[src/sv/fwca_pkg.sv]
// ----------------------------------------------------------------------------
// fwca_pkg
// Shared widths, defaults and the closed-bin record passed from the bin
// accumulator to the divider through the bin queue.
// ----------------------------------------------------------------------------
`default_nettype none

package fwca_pkg;

   // fixed accumulator and result widths
   localparam int SUM_BITS  = 40;
   localparam int WSUM_BITS = 24;

   // configuration register file
   localparam int BIN_WIDTH_BITS = 9;
   localparam int CSR_ADDR_BITS  = 3;
   localparam int CSR_DATA_BITS  = 32;
   localparam logic REG_BIN_WIDTH = 1'b0;
   localparam logic [BIN_WIDTH_BITS-1:0] BIN_WIDTH_RESET = 9'd1;

   // depth of the queue between accumulator and divider
   localparam int QUEUE_DEPTH = 2;

   // parameter defaults
   localparam int DEF_MAX_BIN_WIDTH = 256;
   localparam int DEF_DATA_BITS     = 16;
   localparam int DEF_WEIGHT_BITS   = 16;

   // one closed bin, waiting for its division
   typedef struct packed {
      logic [SUM_BITS-1:0]  sum_re;
      logic [SUM_BITS-1:0]  sum_im;
      logic [WSUM_BITS-1:0] sum_weight;
      logic                 all_flagged;
      logic                 row_last;
   } bin_type;

endpackage

`default_nettype wire

[src/sv/flagged_weighted_channel_averager.sv]
// ----------------------------------------------------------------------------
// flagged_weighted_channel_averager
// Flag-aware weighted channel averager: bins complex channel samples and
// returns one weighted average per bin.
//
//   channel   ports                           handshake
//   request   req_* fields                    push / full
//   result    rsp_* fields                    empty / pop
//   config    psel penable pwrite paddr ...   apb write, pready tied high
//
// A sample enters every cycle while full is low; products are
// registered, then summed into the open bin.
// Each closed bin is divided one quotient bit per cycle for real and imaginary
// parts side by side; the divider takes the next bin from the queue only
// after the last result has gone to the output register.
// Reset is synchronous; no clearing pass, the block is ready the cycle after.
// A waiting result holds the finished bin in the divider until it is popped;
// full stalls request only when the queue and the product stage are all occupied.
// ----------------------------------------------------------------------------
`default_nettype none

module flagged_weighted_channel_averager #(
   parameter int MAX_BIN_WIDTH = fwca_pkg::DEF_MAX_BIN_WIDTH,
   parameter int DATA_BITS     = fwca_pkg::DEF_DATA_BITS,
   parameter int WEIGHT_BITS   = fwca_pkg::DEF_WEIGHT_BITS
) (
   input  wire logic                                clock,
   input  wire logic                                reset,
   // request channel
   input  wire logic                                push,
   output      logic                                full,
   input  wire logic signed [DATA_BITS-1:0]         req_sample_re,
   input  wire logic signed [DATA_BITS-1:0]         req_sample_im,
   input  wire logic [WEIGHT_BITS-1:0]              req_weight,
   input  wire logic                                req_flagged,
   input  wire logic                                req_row_end,
   // result channel
   output      logic                                empty,
   input  wire logic                                pop,
   output      logic signed [DATA_BITS-1:0]         rsp_avg_re,
   output      logic signed [DATA_BITS-1:0]         rsp_avg_im,
   output      logic [fwca_pkg::WSUM_BITS-1:0]      rsp_weight_total,
   output      logic                                rsp_bin_flagged,
   output      logic                                rsp_row_last,
   // configuration port
   input  wire logic                                psel,
   input  wire logic                                penable,
   input  wire logic                                pwrite,
   input  wire logic [fwca_pkg::CSR_ADDR_BITS-1:0]  paddr,
   input  wire logic [fwca_pkg::CSR_DATA_BITS-1:0]  pwdata,
   output      logic [fwca_pkg::CSR_DATA_BITS-1:0]  prdata,
   output      logic                                pready
);

   localparam int BWB = fwca_pkg::BIN_WIDTH_BITS;
   localparam int CDB = fwca_pkg::CSR_DATA_BITS;

   logic [BWB-1:0]    bin_width_ff, bin_width_in;
   logic              csr_wr, sel_bin_width;
   logic              q_push, q_full, q_valid, q_pop;
   fwca_pkg::bin_type q_wdata, q_rdata;

   // configuration register
   assign pready        = 1'b1;
   assign sel_bin_width = (paddr[2] == fwca_pkg::REG_BIN_WIDTH);
   assign csr_wr        = psel && penable && pwrite && pready;
   assign bin_width_in  = (csr_wr && sel_bin_width) ? pwdata[BWB-1:0] : bin_width_ff;
   assign prdata        = sel_bin_width ? CDB'(bin_width_ff) : '0;

   always_ff @(posedge clock) begin
      if (reset) begin
         bin_width_ff <= fwca_pkg::BIN_WIDTH_RESET;
      end else begin
         bin_width_ff <= bin_width_in;
      end
   end

   // accumulator
   fwca_front #(
      .MAX_BIN_WIDTH (MAX_BIN_WIDTH),
      .DATA_BITS     (DATA_BITS),
      .WEIGHT_BITS   (WEIGHT_BITS)
   ) u_front (
      .clock         (clock),
      .reset         (reset),
      .push          (push),
      .full          (full),
      .req_sample_re (req_sample_re),
      .req_sample_im (req_sample_im),
      .req_weight    (req_weight),
      .req_flagged   (req_flagged),
      .req_row_end   (req_row_end),
      .bin_width     (bin_width_ff),
      .q_full        (q_full),
      .q_push        (q_push),
      .q_data        (q_wdata)
   );

   // closed bin queue
   fwca_queue u_queue (
      .clock    (clock),
      .reset    (reset),
      .wr_en    (q_push),
      .wr_data  (q_wdata),
      .is_full  (q_full),
      .rd_valid (q_valid),
      .rd_en    (q_pop),
      .rd_data  (q_rdata)
   );

   // divider and output register
   fwca_back #(
      .DATA_BITS (DATA_BITS)
   ) u_back (
      .clock            (clock),
      .reset            (reset),
      .bin_valid        (q_valid),
      .bin_data         (q_rdata),
      .bin_pop          (q_pop),
      .pop              (pop),
      .empty            (empty),
      .rsp_avg_re       (rsp_avg_re),
      .rsp_avg_im       (rsp_avg_im),
      .rsp_weight_total (rsp_weight_total),
      .rsp_bin_flagged  (rsp_bin_flagged),
      .rsp_row_last     (rsp_row_last)
   );

endmodule

`default_nettype wire

[src/sv/fwca_front.sv]
// ----------------------------------------------------------------------------
// fwca_front
// Accepts channel samples, forms the weighted products in a first stage and
// gathers them into bins in a second stage; a closed bin goes to the queue.
// ----------------------------------------------------------------------------
`default_nettype none

module fwca_front #(
   parameter int MAX_BIN_WIDTH = fwca_pkg::DEF_MAX_BIN_WIDTH,
   parameter int DATA_BITS     = fwca_pkg::DEF_DATA_BITS,
   parameter int WEIGHT_BITS   = fwca_pkg::DEF_WEIGHT_BITS
) (
   input  wire logic                                  clock,
   input  wire logic                                  reset,
   input  wire logic                                  push,
   output      logic                                  full,
   input  wire logic signed [DATA_BITS-1:0]           req_sample_re,
   input  wire logic signed [DATA_BITS-1:0]           req_sample_im,
   input  wire logic [WEIGHT_BITS-1:0]                req_weight,
   input  wire logic                                  req_flagged,
   input  wire logic                                  req_row_end,
   input  wire logic [fwca_pkg::BIN_WIDTH_BITS-1:0]   bin_width,
   input  wire logic                                  q_full,
   output      logic                                  q_push,
   output      fwca_pkg::bin_type                     q_data
);

   localparam int SB  = fwca_pkg::SUM_BITS;
   localparam int WSB = fwca_pkg::WSUM_BITS;
   localparam int PW  = DATA_BITS + WEIGHT_BITS + 1;
   localparam int EW  = (PW > SB) ? PW : SB;
   localparam int CW  = $clog2(MAX_BIN_WIDTH + 1);

   // product stage
   logic                  s1_valid_ff, s1_valid_in;
   logic [SB-1:0]         s1_pre_ff, s1_pre_in;
   logic [SB-1:0]         s1_pim_ff, s1_pim_in;
   logic [WSB-1:0]        s1_w_ff, s1_w_in;
   logic                  s1_flg_ff, s1_last_ff;
   logic signed [PW-1:0]  pre_full, pim_full;
   logic signed [EW-1:0]  pre_ext, pim_ext;
   logic                  accept, s2_go;

   // accumulate stage
   logic [SB-1:0]   sum_re_ff, sum_re_in;
   logic [SB-1:0]   sum_im_ff, sum_im_in;
   logic [WSB-1:0]  sum_w_ff, sum_w_in;
   logic            keep_flg_ff, keep_flg_in;
   logic            all_flg_ff, all_flg_in;
   logic [CW-1:0]   count_ff, count_in;
   logic [CW-1:0]   eff_width, count_plus;
   logic [SB-1:0]   nxt_re, nxt_im;
   logic [WSB-1:0]  nxt_w;
   logic            nxt_keep, nxt_all, restart, close;

   // handshake: the product stage moves on unless the queue is full
   assign s2_go  = s1_valid_ff && !q_full;
   assign full   = s1_valid_ff && q_full;
   assign accept = push && !full;

   // weighted products, wrapped to the accumulator width
   assign pre_full  = req_sample_re * $signed({1'b0, req_weight});
   assign pim_full  = req_sample_im * $signed({1'b0, req_weight});
   assign pre_ext   = EW'(pre_full);
   assign pim_ext   = EW'(pim_full);
   assign s1_pre_in = pre_ext[SB-1:0];
   assign s1_pim_in = pim_ext[SB-1:0];
   assign s1_w_in   = WSB'(req_weight);

   always_comb begin
      s1_valid_in = s1_valid_ff;
      if (accept) begin
         s1_valid_in = 1'b1;
      end else if (s2_go) begin
         s1_valid_in = 1'b0;
      end
   end

   always_ff @(posedge clock) begin
      if (reset) begin
         s1_valid_ff <= 1'b0;
      end else begin
         s1_valid_ff <= s1_valid_in;
      end
   end

   always_ff @(posedge clock) begin
      if (accept) begin
         s1_pre_ff  <= s1_pre_in;
         s1_pim_ff  <= s1_pim_in;
         s1_w_ff    <= s1_w_in;
         s1_flg_ff  <= req_flagged;
         s1_last_ff <= req_row_end;
      end
   end

   // effective bin width: zero counts as one, large values saturate
   always_comb begin
      if (bin_width == '0) begin
         eff_width = CW'(1);
      end else if (32'(bin_width) > MAX_BIN_WIDTH) begin
         eff_width = CW'(MAX_BIN_WIDTH);
      end else begin
         eff_width = CW'(bin_width);
      end
   end

   // bin sums: restart on the first sample or on the first unflagged one
   assign restart    = (count_ff == '0) || (keep_flg_ff && !s1_flg_ff);
   assign count_plus = count_ff + CW'(1);
   assign close      = (count_plus >= eff_width) || s1_last_ff;
   assign nxt_all    = all_flg_ff && s1_flg_ff;

   always_comb begin
      nxt_re   = sum_re_ff;
      nxt_im   = sum_im_ff;
      nxt_w    = sum_w_ff;
      nxt_keep = keep_flg_ff;
      if (restart) begin
         nxt_re   = s1_pre_ff;
         nxt_im   = s1_pim_ff;
         nxt_w    = s1_w_ff;
         nxt_keep = s1_flg_ff;
      end else if (keep_flg_ff == s1_flg_ff) begin
         nxt_re = sum_re_ff + s1_pre_ff;
         nxt_im = sum_im_ff + s1_pim_ff;
         nxt_w  = sum_w_ff + s1_w_ff;
      end
   end

   // state update and bin close
   always_comb begin
      sum_re_in   = sum_re_ff;
      sum_im_in   = sum_im_ff;
      sum_w_in    = sum_w_ff;
      keep_flg_in = keep_flg_ff;
      all_flg_in  = all_flg_ff;
      count_in    = count_ff;
      if (s2_go) begin
         sum_re_in = nxt_re;
         sum_im_in = nxt_im;
         sum_w_in  = nxt_w;
         if (close) begin
            keep_flg_in = 1'b0;
            all_flg_in  = 1'b1;
            count_in    = '0;
         end else begin
            keep_flg_in = nxt_keep;
            all_flg_in  = nxt_all;
            count_in    = count_plus;
         end
      end
   end

   always_ff @(posedge clock) begin
      if (reset) begin
         keep_flg_ff <= 1'b0;
         all_flg_ff  <= 1'b1;
         count_ff    <= '0;
      end else begin
         keep_flg_ff <= keep_flg_in;
         all_flg_ff  <= all_flg_in;
         count_ff    <= count_in;
      end
   end

   always_ff @(posedge clock) begin
      sum_re_ff <= sum_re_in;
      sum_im_ff <= sum_im_in;
      sum_w_ff  <= sum_w_in;
   end

   // closed bin record
   assign q_push             = s2_go && close;
   assign q_data.sum_re      = nxt_re;
   assign q_data.sum_im      = nxt_im;
   assign q_data.sum_weight  = nxt_w;
   assign q_data.all_flagged = nxt_all;
   assign q_data.row_last    = s1_last_ff;

endmodule

`default_nettype wire

[src/sv/fwca_queue.sv]
// ----------------------------------------------------------------------------
// fwca_queue
// Short first-in first-out queue of closed bins between the accumulator and
// the divider.
// ----------------------------------------------------------------------------
`default_nettype none

module fwca_queue (
   input  wire logic               clock,
   input  wire logic               reset,
   input  wire logic               wr_en,
   input  wire fwca_pkg::bin_type  wr_data,
   output      logic               is_full,
   output      logic               rd_valid,
   input  wire logic               rd_en,
   output      fwca_pkg::bin_type  rd_data
);

   localparam int DEPTH = fwca_pkg::QUEUE_DEPTH;
   localparam int PB    = (DEPTH > 1) ? $clog2(DEPTH) : 1;
   localparam int NB    = $clog2(DEPTH + 1);

   fwca_pkg::bin_type entry_ff [DEPTH];
   logic [PB-1:0] wr_ptr_ff, wr_ptr_in;
   logic [PB-1:0] rd_ptr_ff, rd_ptr_in;
   logic [NB-1:0] fill_ff, fill_in;
   logic          do_wr, do_rd;

   assign is_full  = (fill_ff == NB'(DEPTH));
   assign rd_valid = (fill_ff != '0);
   assign do_wr    = wr_en && !is_full;
   assign do_rd    = rd_en && rd_valid;
   assign rd_data  = entry_ff[rd_ptr_ff];

   // pointer wrap at the queue depth
   always_comb begin
      wr_ptr_in = wr_ptr_ff;
      rd_ptr_in = rd_ptr_ff;
      fill_in   = fill_ff;
      if (do_wr) begin
         wr_ptr_in = (wr_ptr_ff == PB'(DEPTH - 1)) ? '0 : wr_ptr_ff + PB'(1);
      end
      if (do_rd) begin
         rd_ptr_in = (rd_ptr_ff == PB'(DEPTH - 1)) ? '0 : rd_ptr_ff + PB'(1);
      end
      if (do_wr && !do_rd) begin
         fill_in = fill_ff + NB'(1);
      end else if (do_rd && !do_wr) begin
         fill_in = fill_ff - NB'(1);
      end
   end

   always_ff @(posedge clock) begin
      if (reset) begin
         wr_ptr_ff <= '0;
         rd_ptr_ff <= '0;
         fill_ff   <= '0;
      end else begin
         wr_ptr_ff <= wr_ptr_in;
         rd_ptr_ff <= rd_ptr_in;
         fill_ff   <= fill_in;
      end
   end

   // storage
   always_ff @(posedge clock) begin
      if (do_wr) begin
         entry_ff[wr_ptr_ff] <= wr_data;
      end
   end

endmodule

`default_nettype wire

[src/sv/fwca_back.sv]
// ----------------------------------------------------------------------------
// fwca_back
// Divides the real and imaginary bin sums by the weight sum with two
// restoring dividers that retire one quotient bit a cycle, saturates, and
// holds the result in the output register.
// ----------------------------------------------------------------------------
`default_nettype none

module fwca_back #(
   parameter int DATA_BITS = fwca_pkg::DEF_DATA_BITS
) (
   input  wire logic                                clock,
   input  wire logic                                reset,
   input  wire logic                                bin_valid,
   input  wire fwca_pkg::bin_type                   bin_data,
   output      logic                                bin_pop,
   input  wire logic                                pop,
   output      logic                                empty,
   output      logic signed [DATA_BITS-1:0]         rsp_avg_re,
   output      logic signed [DATA_BITS-1:0]         rsp_avg_im,
   output      logic [fwca_pkg::WSUM_BITS-1:0]      rsp_weight_total,
   output      logic                                rsp_bin_flagged,
   output      logic                                rsp_row_last
);

   localparam int SB  = fwca_pkg::SUM_BITS;
   localparam int WSB = fwca_pkg::WSUM_BITS;
   localparam int STB = $clog2(SB);
   localparam logic [SB-1:0] LIM = SB'(1) << (DATA_BITS - 1);

   localparam logic [1:0] ST_IDLE = 2'd0;
   localparam logic [1:0] ST_DIV  = 2'd1;
   localparam logic [1:0] ST_HOLD = 2'd2;

   typedef struct packed {
      logic [WSB-1:0] rem;
      logic [SB-1:0]  num;
   } div_type;

   logic [1:0]     state_ff, state_in;
   logic [STB-1:0] step_ff, step_in;
   div_type        re_ff, re_in, im_ff, im_in, re_step, im_step;
   logic           neg_re_ff, neg_im_ff;
   logic [WSB-1:0] w_ff;
   logic           flg_ff, last_ff;
   logic           load, deliver;

   logic                         out_valid_ff, out_valid_in;
   logic signed [DATA_BITS-1:0]  avg_re_ff, avg_im_ff;
   logic [WSB-1:0]               wt_ff;
   logic                         oflg_ff, olast_ff;

   // one restoring division step
   function automatic div_type div_step(input div_type cur, input logic [WSB-1:0] d);
      logic [WSB:0] sh;
      logic [WSB:0] diff;
      logic         qbit;
      div_type      nxt;
      sh   = {cur.rem, cur.num[SB-1]};
      diff = sh - {1'b0, d};
      qbit = (sh >= {1'b0, d});
      nxt.rem = qbit ? diff[WSB-1:0] : sh[WSB-1:0];
      nxt.num = {cur.num[SB-2:0], qbit};
      return nxt;
   endfunction

   // magnitude of a two's complement sum
   function automatic logic [SB-1:0] magnitude(input logic [SB-1:0] s);
      return s[SB-1] ? (~s + SB'(1)) : s;
   endfunction

   // saturate the quotient and reapply the sign
   function automatic logic [DATA_BITS-1:0] finish(input logic [SB-1:0] q, input logic neg);
      logic [SB-1:0] qs;
      if (neg) begin
         qs = (q > LIM) ? LIM : q;
         qs = ~qs + SB'(1);
      end else begin
         qs = (q > LIM - SB'(1)) ? LIM - SB'(1) : q;
      end
      return qs[DATA_BITS-1:0];
   endfunction

   assign re_step = div_step(re_ff, w_ff);
   assign im_step = div_step(im_ff, w_ff);
   assign load    = (state_ff == ST_IDLE) && bin_valid;
   assign deliver = (state_ff == ST_HOLD) && (!out_valid_ff || pop);
   assign bin_pop = load;

   // sequencer
   always_comb begin
      state_in = state_ff;
      step_in  = step_ff;
      case (state_ff)
         ST_IDLE: begin
            if (bin_valid) begin
               state_in = ST_DIV;
               step_in  = '0;
            end
         end
         ST_DIV: begin
            step_in = step_ff + STB'(1);
            if (step_ff == STB'(SB - 1)) begin
               state_in = ST_HOLD;
            end
         end
         ST_HOLD: begin
            if (deliver) begin
               state_in = ST_IDLE;
            end
         end
         default: begin
            state_in = ST_IDLE;
         end
      endcase
   end

   always_ff @(posedge clock) begin
      if (reset) begin
         state_ff <= ST_IDLE;
         step_ff  <= '0;
      end else begin
         state_ff <= state_in;
         step_ff  <= step_in;
      end
   end

   // divider datapath
   always_comb begin
      re_in = re_ff;
      im_in = im_ff;
      if (load) begin
         re_in.rem = '0;
         re_in.num = magnitude(bin_data.sum_re);
         im_in.rem = '0;
         im_in.num = magnitude(bin_data.sum_im);
      end else if (state_ff == ST_DIV) begin
         re_in = re_step;
         im_in = im_step;
      end
   end

   always_ff @(posedge clock) begin
      re_ff <= re_in;
      im_ff <= im_in;
      if (load) begin
         neg_re_ff <= bin_data.sum_re[SB-1];
         neg_im_ff <= bin_data.sum_im[SB-1];
         w_ff      <= bin_data.sum_weight;
         flg_ff    <= bin_data.all_flagged;
         last_ff   <= bin_data.row_last;
      end
   end

   // output register
   always_comb begin
      out_valid_in = out_valid_ff;
      if (deliver) begin
         out_valid_in = 1'b1;
      end else if (pop) begin
         out_valid_in = 1'b0;
      end
   end

   always_ff @(posedge clock) begin
      if (reset) begin
         out_valid_ff <= 1'b0;
      end else begin
         out_valid_ff <= out_valid_in;
      end
   end

   always_ff @(posedge clock) begin
      if (deliver) begin
         if (w_ff == '0) begin
            avg_re_ff <= '0;
            avg_im_ff <= '0;
         end else begin
            avg_re_ff <= finish(re_ff.num, neg_re_ff);
            avg_im_ff <= finish(im_ff.num, neg_im_ff);
         end
         wt_ff    <= w_ff;
         oflg_ff  <= flg_ff;
         olast_ff <= last_ff;
      end
   end

   assign empty            = !out_valid_ff;
   assign rsp_avg_re       = avg_re_ff;
   assign rsp_avg_im       = avg_im_ff;
   assign rsp_weight_total = wt_ff;
   assign rsp_bin_flagged  = oflg_ff;
   assign rsp_row_last     = olast_ff;

endmodule

`default_nettype wire

[config.mk]
export PLATFORM = sky130hd
export DESIGN_NAME = flagged_weighted_channel_averager
export DESIGN_NICKNAME = d
export VERILOG_FILES = /design/src/sv/fwca_pkg.sv /design/src/sv/flagged_weighted_channel_averager.sv /design/src/sv/fwca_front.sv /design/src/sv/fwca_queue.sv /design/src/sv/fwca_back.sv
export SDC_FILE = /design/constraint.sdc
export NUM_CORES = 2
export LEC_CHECK = 0
export BUFFER_PORTS_ARGS = -buffer_cell sky130_fd_sc_hd__buf_2
export CAP_MARGIN = 20
export CORE_MARGIN = 5
export CORE_UTILIZATION = 35
export CTS_BUF_LIST = sky130_fd_sc_hd__clkbuf_4
export DETAILED_ROUTE_END_ITERATION = 12
export PLACE_DENSITY = 0.48
export SETUP_SLACK_MARGIN = 0.1
export SYNTH_ARGS = -nofsm -noshare
export SYNTH_HDL_FRONTEND = slang
export SYNTH_HIERARCHICAL = 1
export SYNTH_SLANG_ARGS = --single-unit
[constraint.sdc]
create_clock -name clock -period 6.35 [get_ports clock]
set_input_delay 0 -clock clock [delete_from_list [all_inputs] [get_ports clock]]
set_output_delay 0 -clock clock [all_outputs]
set_load 0.005 [all_outputs]
# [Yosys cells after proc, flatten, opt, wreduce, memory -nomap -nowiden]
# Memories as Yosys holds them, arrays and structs flattened. A register that Yosys moved wholly into a read port is not among the register bits.
# Index checks and enable logic that the tools add are counted.
[op_classes] add_sub_neg=15 n_mul=2 div=0 order_cmp=8 n_eq_ne=8 n_shift=0 mux=45 bitwise_logic=5 n_reduce_logical=38
[op_table] operator="2-to-1 mux 40 bit" n=10
[op_table] operator="2-to-1 mux 16 bit" n=6
[op_table] operator="2-to-1 mux 24 bit" n=4
[op_table] operator="adder 40 x 1 -> 40 bit, second input constant" n=2
[op_table] operator="adder 40 bit" n=2
[op_table] operator="> comparator 40 x 15 -> 1 bit, second input constant" n=2
[op_table] operator="> comparator 40 x 16 -> 1 bit, second input constant" n=2
[op_table] operator="NOT 40 bit" n=2
[op_table] operator="multiplier 16 x 17 -> 33 bit" n=2
[op_table] operator="greater-or-equal comparator 25 x 24 -> 1 bit" n=2
[op_table] operator="subtractor 24 bit" n=2
[op_table] operator="2-to-1 mux 9 bit" n=4
[op_table] operator="adder 16 x 1 -> 16 bit, second input constant" n=2
[op_table] operator="NOT 16 bit" n=2
[op_table] operator="adder 24 x 16 -> 24 bit" n=1
[op_table] operator="logical NOT 24 bit" n=1
[op_table] operator="logical NOT 9 bit" n=2
[op_table] operator="logical AND 1 bit" n=15
[op_table] operator="nonzero test 2 bit" n=7
[op_table] operator="2-to-1 mux 1 bit" n=13
[op_table] operator="case mux 6 bit (2 select lines)" n=1
[op_table] operator="2-to-1 mux 2 bit" n=5
[op_table] operator="adder 9 x 1 -> 9 bit, second input constant" n=1
[op_table] operator="greater-or-equal comparator 9 bit" n=1
[op_table] operator="18 further kinds" n=30
[word_totals] reg_bits=436 latchBits=0 mem_bits_rw=212 mem_bits_ro=0 input_bits=92 out_inout_bits=93 word_cells=155 memories=1
[memory_table] memory="u_queue.entry_ff" words=2 width=106 rd=1 rd_ports_with_merged_regs=1 wr=1 line_no="fwca_queue.sv:23" text="fwca_pkg::bin_type entry_ff [DEPTH];"

# [Depth between registers and ports, before layout]
[logic_depth] ltp_word=11 mapped_depth=25 depth_no_buf=24

# [Cells and area by module]
# Netlist, hierarchy kept.
[by_module_without_submodules] module="fwca_front" n_inst=1 cells_each=3368 area_each_um2=31012.2 seq_area_each_um2=5885.6
[by_module_without_submodules] module="fwca_back" n_inst=1 cells_each=1423 area_each_um2=13365.3 seq_area_each_um2=6125.9
[by_module_without_submodules] module="fwca_queue" n_inst=1 cells_each=355 area_each_um2=8027.7 seq_area_each_um2=6466.2
[by_module_without_submodules] module="flagged_weighted_channel_averager" n_inst=1 cells_each=74 area_each_um2=669.4 seq_area_each_um2=180.2

# [Worst setup path after synthesis]
# No wires, ideal clock.
[synth_timing] path_kind="in2reg" startpoint="input port req_sample_re[15]" endpoint="register, netlist name u_front/s1_pre_ff[32]" setup_ns=0.260 arrival_ns=5.841 t_required_ns=6.090 slack_ns=0.250 path_stages=21 n_path_buf=1 path_cell_list="inv_1 -> clkbuf_1 -> nor2_1 -> fa_1 -> fa_1 -> fa_1 -> fa_1 -> fa_1 -> inv_1 -> fa_1 -> inv_1 -> ha_1 -> a2111oi_0 -> o21ai_0 -> a31o_2 -> a32o_1 -> o41ai_1 -> o21a_1 -> o21ai_0 -> a21oi_1 -> xnor2_1"
[synth_via] elab_chain_len=1
[synth_rtl] item="from (decl)" line_no="flagged_weighted_channel_averager.sv:32" text="input wire logic signed [DATA_BITS-1:0] req_sample_re,"
[synth_rtl] item="multiplier 16 x 17 -> 33 bit" line_no="fwca_front.sv:62" text="assign pre_full = req_sample_re * $signed({1'b0, req_weight});"
[synth_rtl] item="via u_front.pre_full[32]" line_no="fwca_front.sv:40" text="logic signed [PW-1:0] pre_full, pim_full;"
# The timed path passes the listed nets, and every way through them passes these cells.
# A chain may end at the register's enable or synchronous reset.

# [Final worst setup path]
[layout_timing] startpoint="input port req_weight[2]" endpoint="register u_front.s1_pre_ff[25] (data pin)"
[layout_via] elab_chain_len=1
[layout_rtl] item="from (decl)" line_no="flagged_weighted_channel_averager.sv:34" text="input wire logic [WEIGHT_BITS-1:0] req_weight,"
[layout_rtl] item="multiplier 16 x 17 -> 33 bit" line_no="fwca_front.sv:62"
[layout_rtl] item="via u_front.pre_full[25]" line_no="fwca_front.sv:40"
[layout_rtl] item="to (signal assigned)" line_no="fwca_front.sv:89" text="s1_pre_ff <= s1_pre_in;"
[layout_rtl] item="to (decl)" line_no="fwca_front.sv:36" text="logic [SB-1:0] s1_pre_ff, s1_pre_in;"
# The timed path passes the listed nets, and every way through them passes these cells.

==> key figures <==
Run status
  • Status: completed

Flow run
  • Max cap viols: 0

Logic synthesis
  • Cell variety after synth: 91
  • Commonest cells in the synthesized netlist: nand2_1 (608), inv_1 (586), edfxtp_1 (566)
  • Main synth FF type: edfxtp_1
  • Seq cells post-synth: 649
  • Post-synth EDFFs: 566
  • Share of synthesized area occupied by flip-flops and latches: 0.352
  • Cells after synthesis: between 5,000 and 6,000
  • Post-synth top area cell: edfxtp_1
  • Main area contributors after synthesis: edfxtp_1 (32%), fa_1 (15%), ha_1 (9.5%)
  • Post-synth ARST share: 0
  • Yosys top cell area share: 0.320
  • Synth warn: 6
  • Mapped Area: approximately 53,000 µm²
  • Most common cell in the netlist: nand2_1
  • Syn avg cell area: 10.2 µm²

Floorplanning
  • Core area: 151,000 µm²
  • IO Count: between 150 and 200
  • Die ar.: ~160,000 µm²
  • Initial Util: 0.351
  • Placement Rows: 143
  • Die height: between 300 and 400 µm
  • Chip width: 399 µm

STA
  • Setup Viol. Count Final: 0
  • RSZ-0062 raised after global routing: no
  • Least-Margin Pin Slew: ~1.1 ns
  • Fmax: 165 MHz
  • Slew Limit Fails: 0
  • Clk_skew: 0.0719 ns
  • Final TNS setup: 0 ns
  • Period utilisation layout: 0.952
  • Final Hold Viols: 0
  • Min Tclk post-route: 6.05 ns
  • Worst Slack Setup Final: 0.304 ns
  • Worst relative slew slack: 0.267

Routing
  • Vias: 38,400
  • Residual DRC: 0
  • Pre-antenna DRT Iters: 5
  • Routed Antenna Nets: 0
  • DRT iter0 DRCs: 2,179
  • Vias/cell: 4.96
  • Routed len/inst: roughly 18 µm
  • Drt total wl: 136,000 µm

Power
  • Pwr Density: 531 nW/µm²
  • Pleak: about 26 nW
  • Sw Ratio: 0.449
  • NetSw: around 0.014 W
  • Combinational fraction of design power: 0.636
  • Clock power frac: 0.119
  • Maximum VDD drop: approximately 0.56 mV
  • Flop pwr share: 0.245
  • Internal power: 0.0175 W

Finish
  • Number of non-filler instances in the completed layout: just under 8,000
  • Layout area overhead: 13.0%
  • Fill count: approximately 15,000
  • Nets: 6,450
  • Final instance area: 60,000 µm²
  • Layout cells sized above 1: 0.134

Min path
  • Hold Crit Start: req_sample_im[4]
  • Hold/Removal Path Class: in2reg

Clock tree
  • CTS tree: yes
  • Clk root buf: clkbuf_4
  • CTS Buffer Depth: 3
  • Clock sink count: 649
  • Clock transition at path regs: 0.06 ns
  • H-tree depth: 4
  • TritonCTS buffer count: 180
  • Clock Latency Late Sink: ~1.1 ns

Placed design
  • Placed Cells: 7,314
  • I/O Buffers: 135
  • Gp weighted congestion: between 0.8 and 0.9
  • Post-DP Area: 56,600 µm²
  • Post-Place Worst Slack: -0.0258 ns
  • Post-DP HPWL: approximately 100,000 µm

Worst setup path
  • Crit path max fanout: 14
  • CP Class: in2reg
  • Worst endpoint required time: 7.13 ns
  • CP Launch Point: req_weight[2]
  • CP Capture Type: flop
  • Startpoint types: input pin
  • Arrival @ worst endpoint: 6.83 ns

Global route
  • GR Overflow Total: 0
  • Total GRT Usage: 0.170
  • Pin count of the biggest net entering global routing: 93
  • Vias in the first global route: between 30,000 and 40,000
  • Antenna violations before repair: 4
  • First-pass GRT wire length: roughly 220,000 µm
==> flip-flops by register name, indices dropped and copies added, names as in the netlist, 33 cells and up, named ones only <==
| signal | cells |
|---|---|
| u_front/sum_re_ff | 40 |
| u_back/im_ff | 64 |
| u_front/s1_pre_ff | 33 |
| u_front/s1_pim_ff | 33 |
| u_back/re_ff | 64 |
| u_queue/entry_ff | 212 |
| u_front/sum_im_ff | 40 |
==> area by class of cell <==
cell class | count | area (µm²) | share of cell area
inverter | 589 | 2220 | 0.0370
clock inverter | 61 | 345 | 0.00576
tap | 2030 | 2540 | 0.0423
sequential | 649 | 18700 | 0.311
antenna | 6 | 15.0 | 0.000250
timing repair buffer | 373 | 2840 | 0.0473
clock buffer | 259 | 1940 | 0.0324
multi-input combinational | 3768 | 31400 | 0.524
==> placed cells by master, fill, tap and decap left out, types with 13 or more instances in the layout <==
cell type,netlist,final
o21ai_0,356,352
o21bai_1,26,26
nor4_1,39,37
o21a_1,26,26
a211oi_1,23,23
mux2_4,40,40
or3_1,26,26
o211ai_1,25,25
xor2_1,138,138
or4_1,14,14
nor2b_1,29,27
clkinv_2,0,13
dlygate4sd3_1,0,95
mux2i_1,121,121
nand2b_1,60,60
or2_2,13,13
buf_4,26,131
dfxtp_1,83,82
fa_1,393,393
nor2_1,180,177
a21o_1,94,93
xnor2_1,131,131
ha_1,404,403
nand4_1,34,34
inv_1,586,584
nand3_1,59,58
mux2_2,68,68
edfxtp_1,566,566
clkbuf_4,0,260
and2_1,248,247
conb_1,2,24
nor3_1,51,50
a31oi_1,30,27
clkinv_1,2,37
o31ai_1,44,43
nand2_1,608,607
and3_1,29,29
buf_2,11,134
o22ai_1,15,15
a21oi_1,238,233
==> routing by layer <==
layer / GRT usage / vias up / share of wire
li1: - / 18800 / -
met2: 0.266 / 720 / 0.44
met5: 0 / - / 0
met4: 0.0393 / 0 / 0.016
met3: 0.0246 / 145 / 0.039
met1: 0.250 / 18700 / 0.51
==> cell families (layout without fill, tap and decap cells) <==
kind of cell,count (synthesis),in the layout,share of synthesized area
other,2,30,0.000141
AND/OR/NAND/NOR,1457,1457,0.135
AO/OA/AOI/OAI,992,992,0.115
flip-flops,649,649,0.352
XOR/XNOR,269,269,0.0444
buffers and inverters,825,1282,0.0616
adder cells (fa/ha/maj),797,797,0.243
multiplexers,229,229,0.0486
==> power by group through the flow <==
| stage | clock network (W) | logic [W] | registers, W |
|---|---|---|---|
| floorplan | 0 | 0.0146 | 0.00748 |
| global placement | 0 | 0.0198 | 0.00786 |
| detailed placement | 0 | 0.0200 | 0.00787 |
| CTS | 0.00402 | 0.0201 | 0.00780 |
| global route | 0.00424 | 0.0231 | 0.00793 |
| finish | 0.00381 | 0.0203 | 0.00780 |
==> worst max-delay path, stage by stage <==
cell           delay, ns
dlygate4sd3_1       0.54
clkbuf_4            0.21
dlygate4sd3_1       0.63
buf_8               0.18
and2_1              0.16
fa_1                0.48
inv_1               0.05
fa_1                0.47
inv_1               0.04
ha_1                0.17
fa_1                0.46
fa_1                0.54
inv_1               0.05
fa_1                0.48
inv_1               0.04
ha_1                0.37
a21oi_1             0.13
a21oi_1             0.15
o31ai_1             0.09
buf_4               0.15
o22ai_1             0.32
a31oi_2             0.16
buf_4               0.16
o21ai_0             0.39
a41oi_1             0.21
xnor2_1             0.17
==> timing repair <==
item | in CTS | in global routing
hold buffers | 95 | 3
setup buffers | 0 | 0
resized for setup | 0 | 30
endpoints found under the setup margin | 0 | 14
endpoints found under the hold margin | 207 | 3
==> per-stage QoR <==
step                total power (W)  hold slack [ns]  utilization
floorplan                    0.0221           0.0691            -
global placement             0.0277            0.183        0.374
detailed placement           0.0279            0.191        0.374
CTS                          0.0320         0.000983        0.395
global route                 0.0352           0.0583        0.396
finish                       0.0319            0.199        0.396
==> final timing paths <==
path / to / slack [ns] / depth (start not counted)
worst max-delay path: u_front/s1_pre_ff[25] / 0.30 / 26
worst min-delay path: u_front/s1_pim_ff[4] / 0.20 / 7
worst max register to register: u_back/re_ff[34] / 1.82 / 9
worst min register to register: u_back/re_ff[51] / 0.48 / 2
No activity file was read; power rests on OpenSTA's default activity.
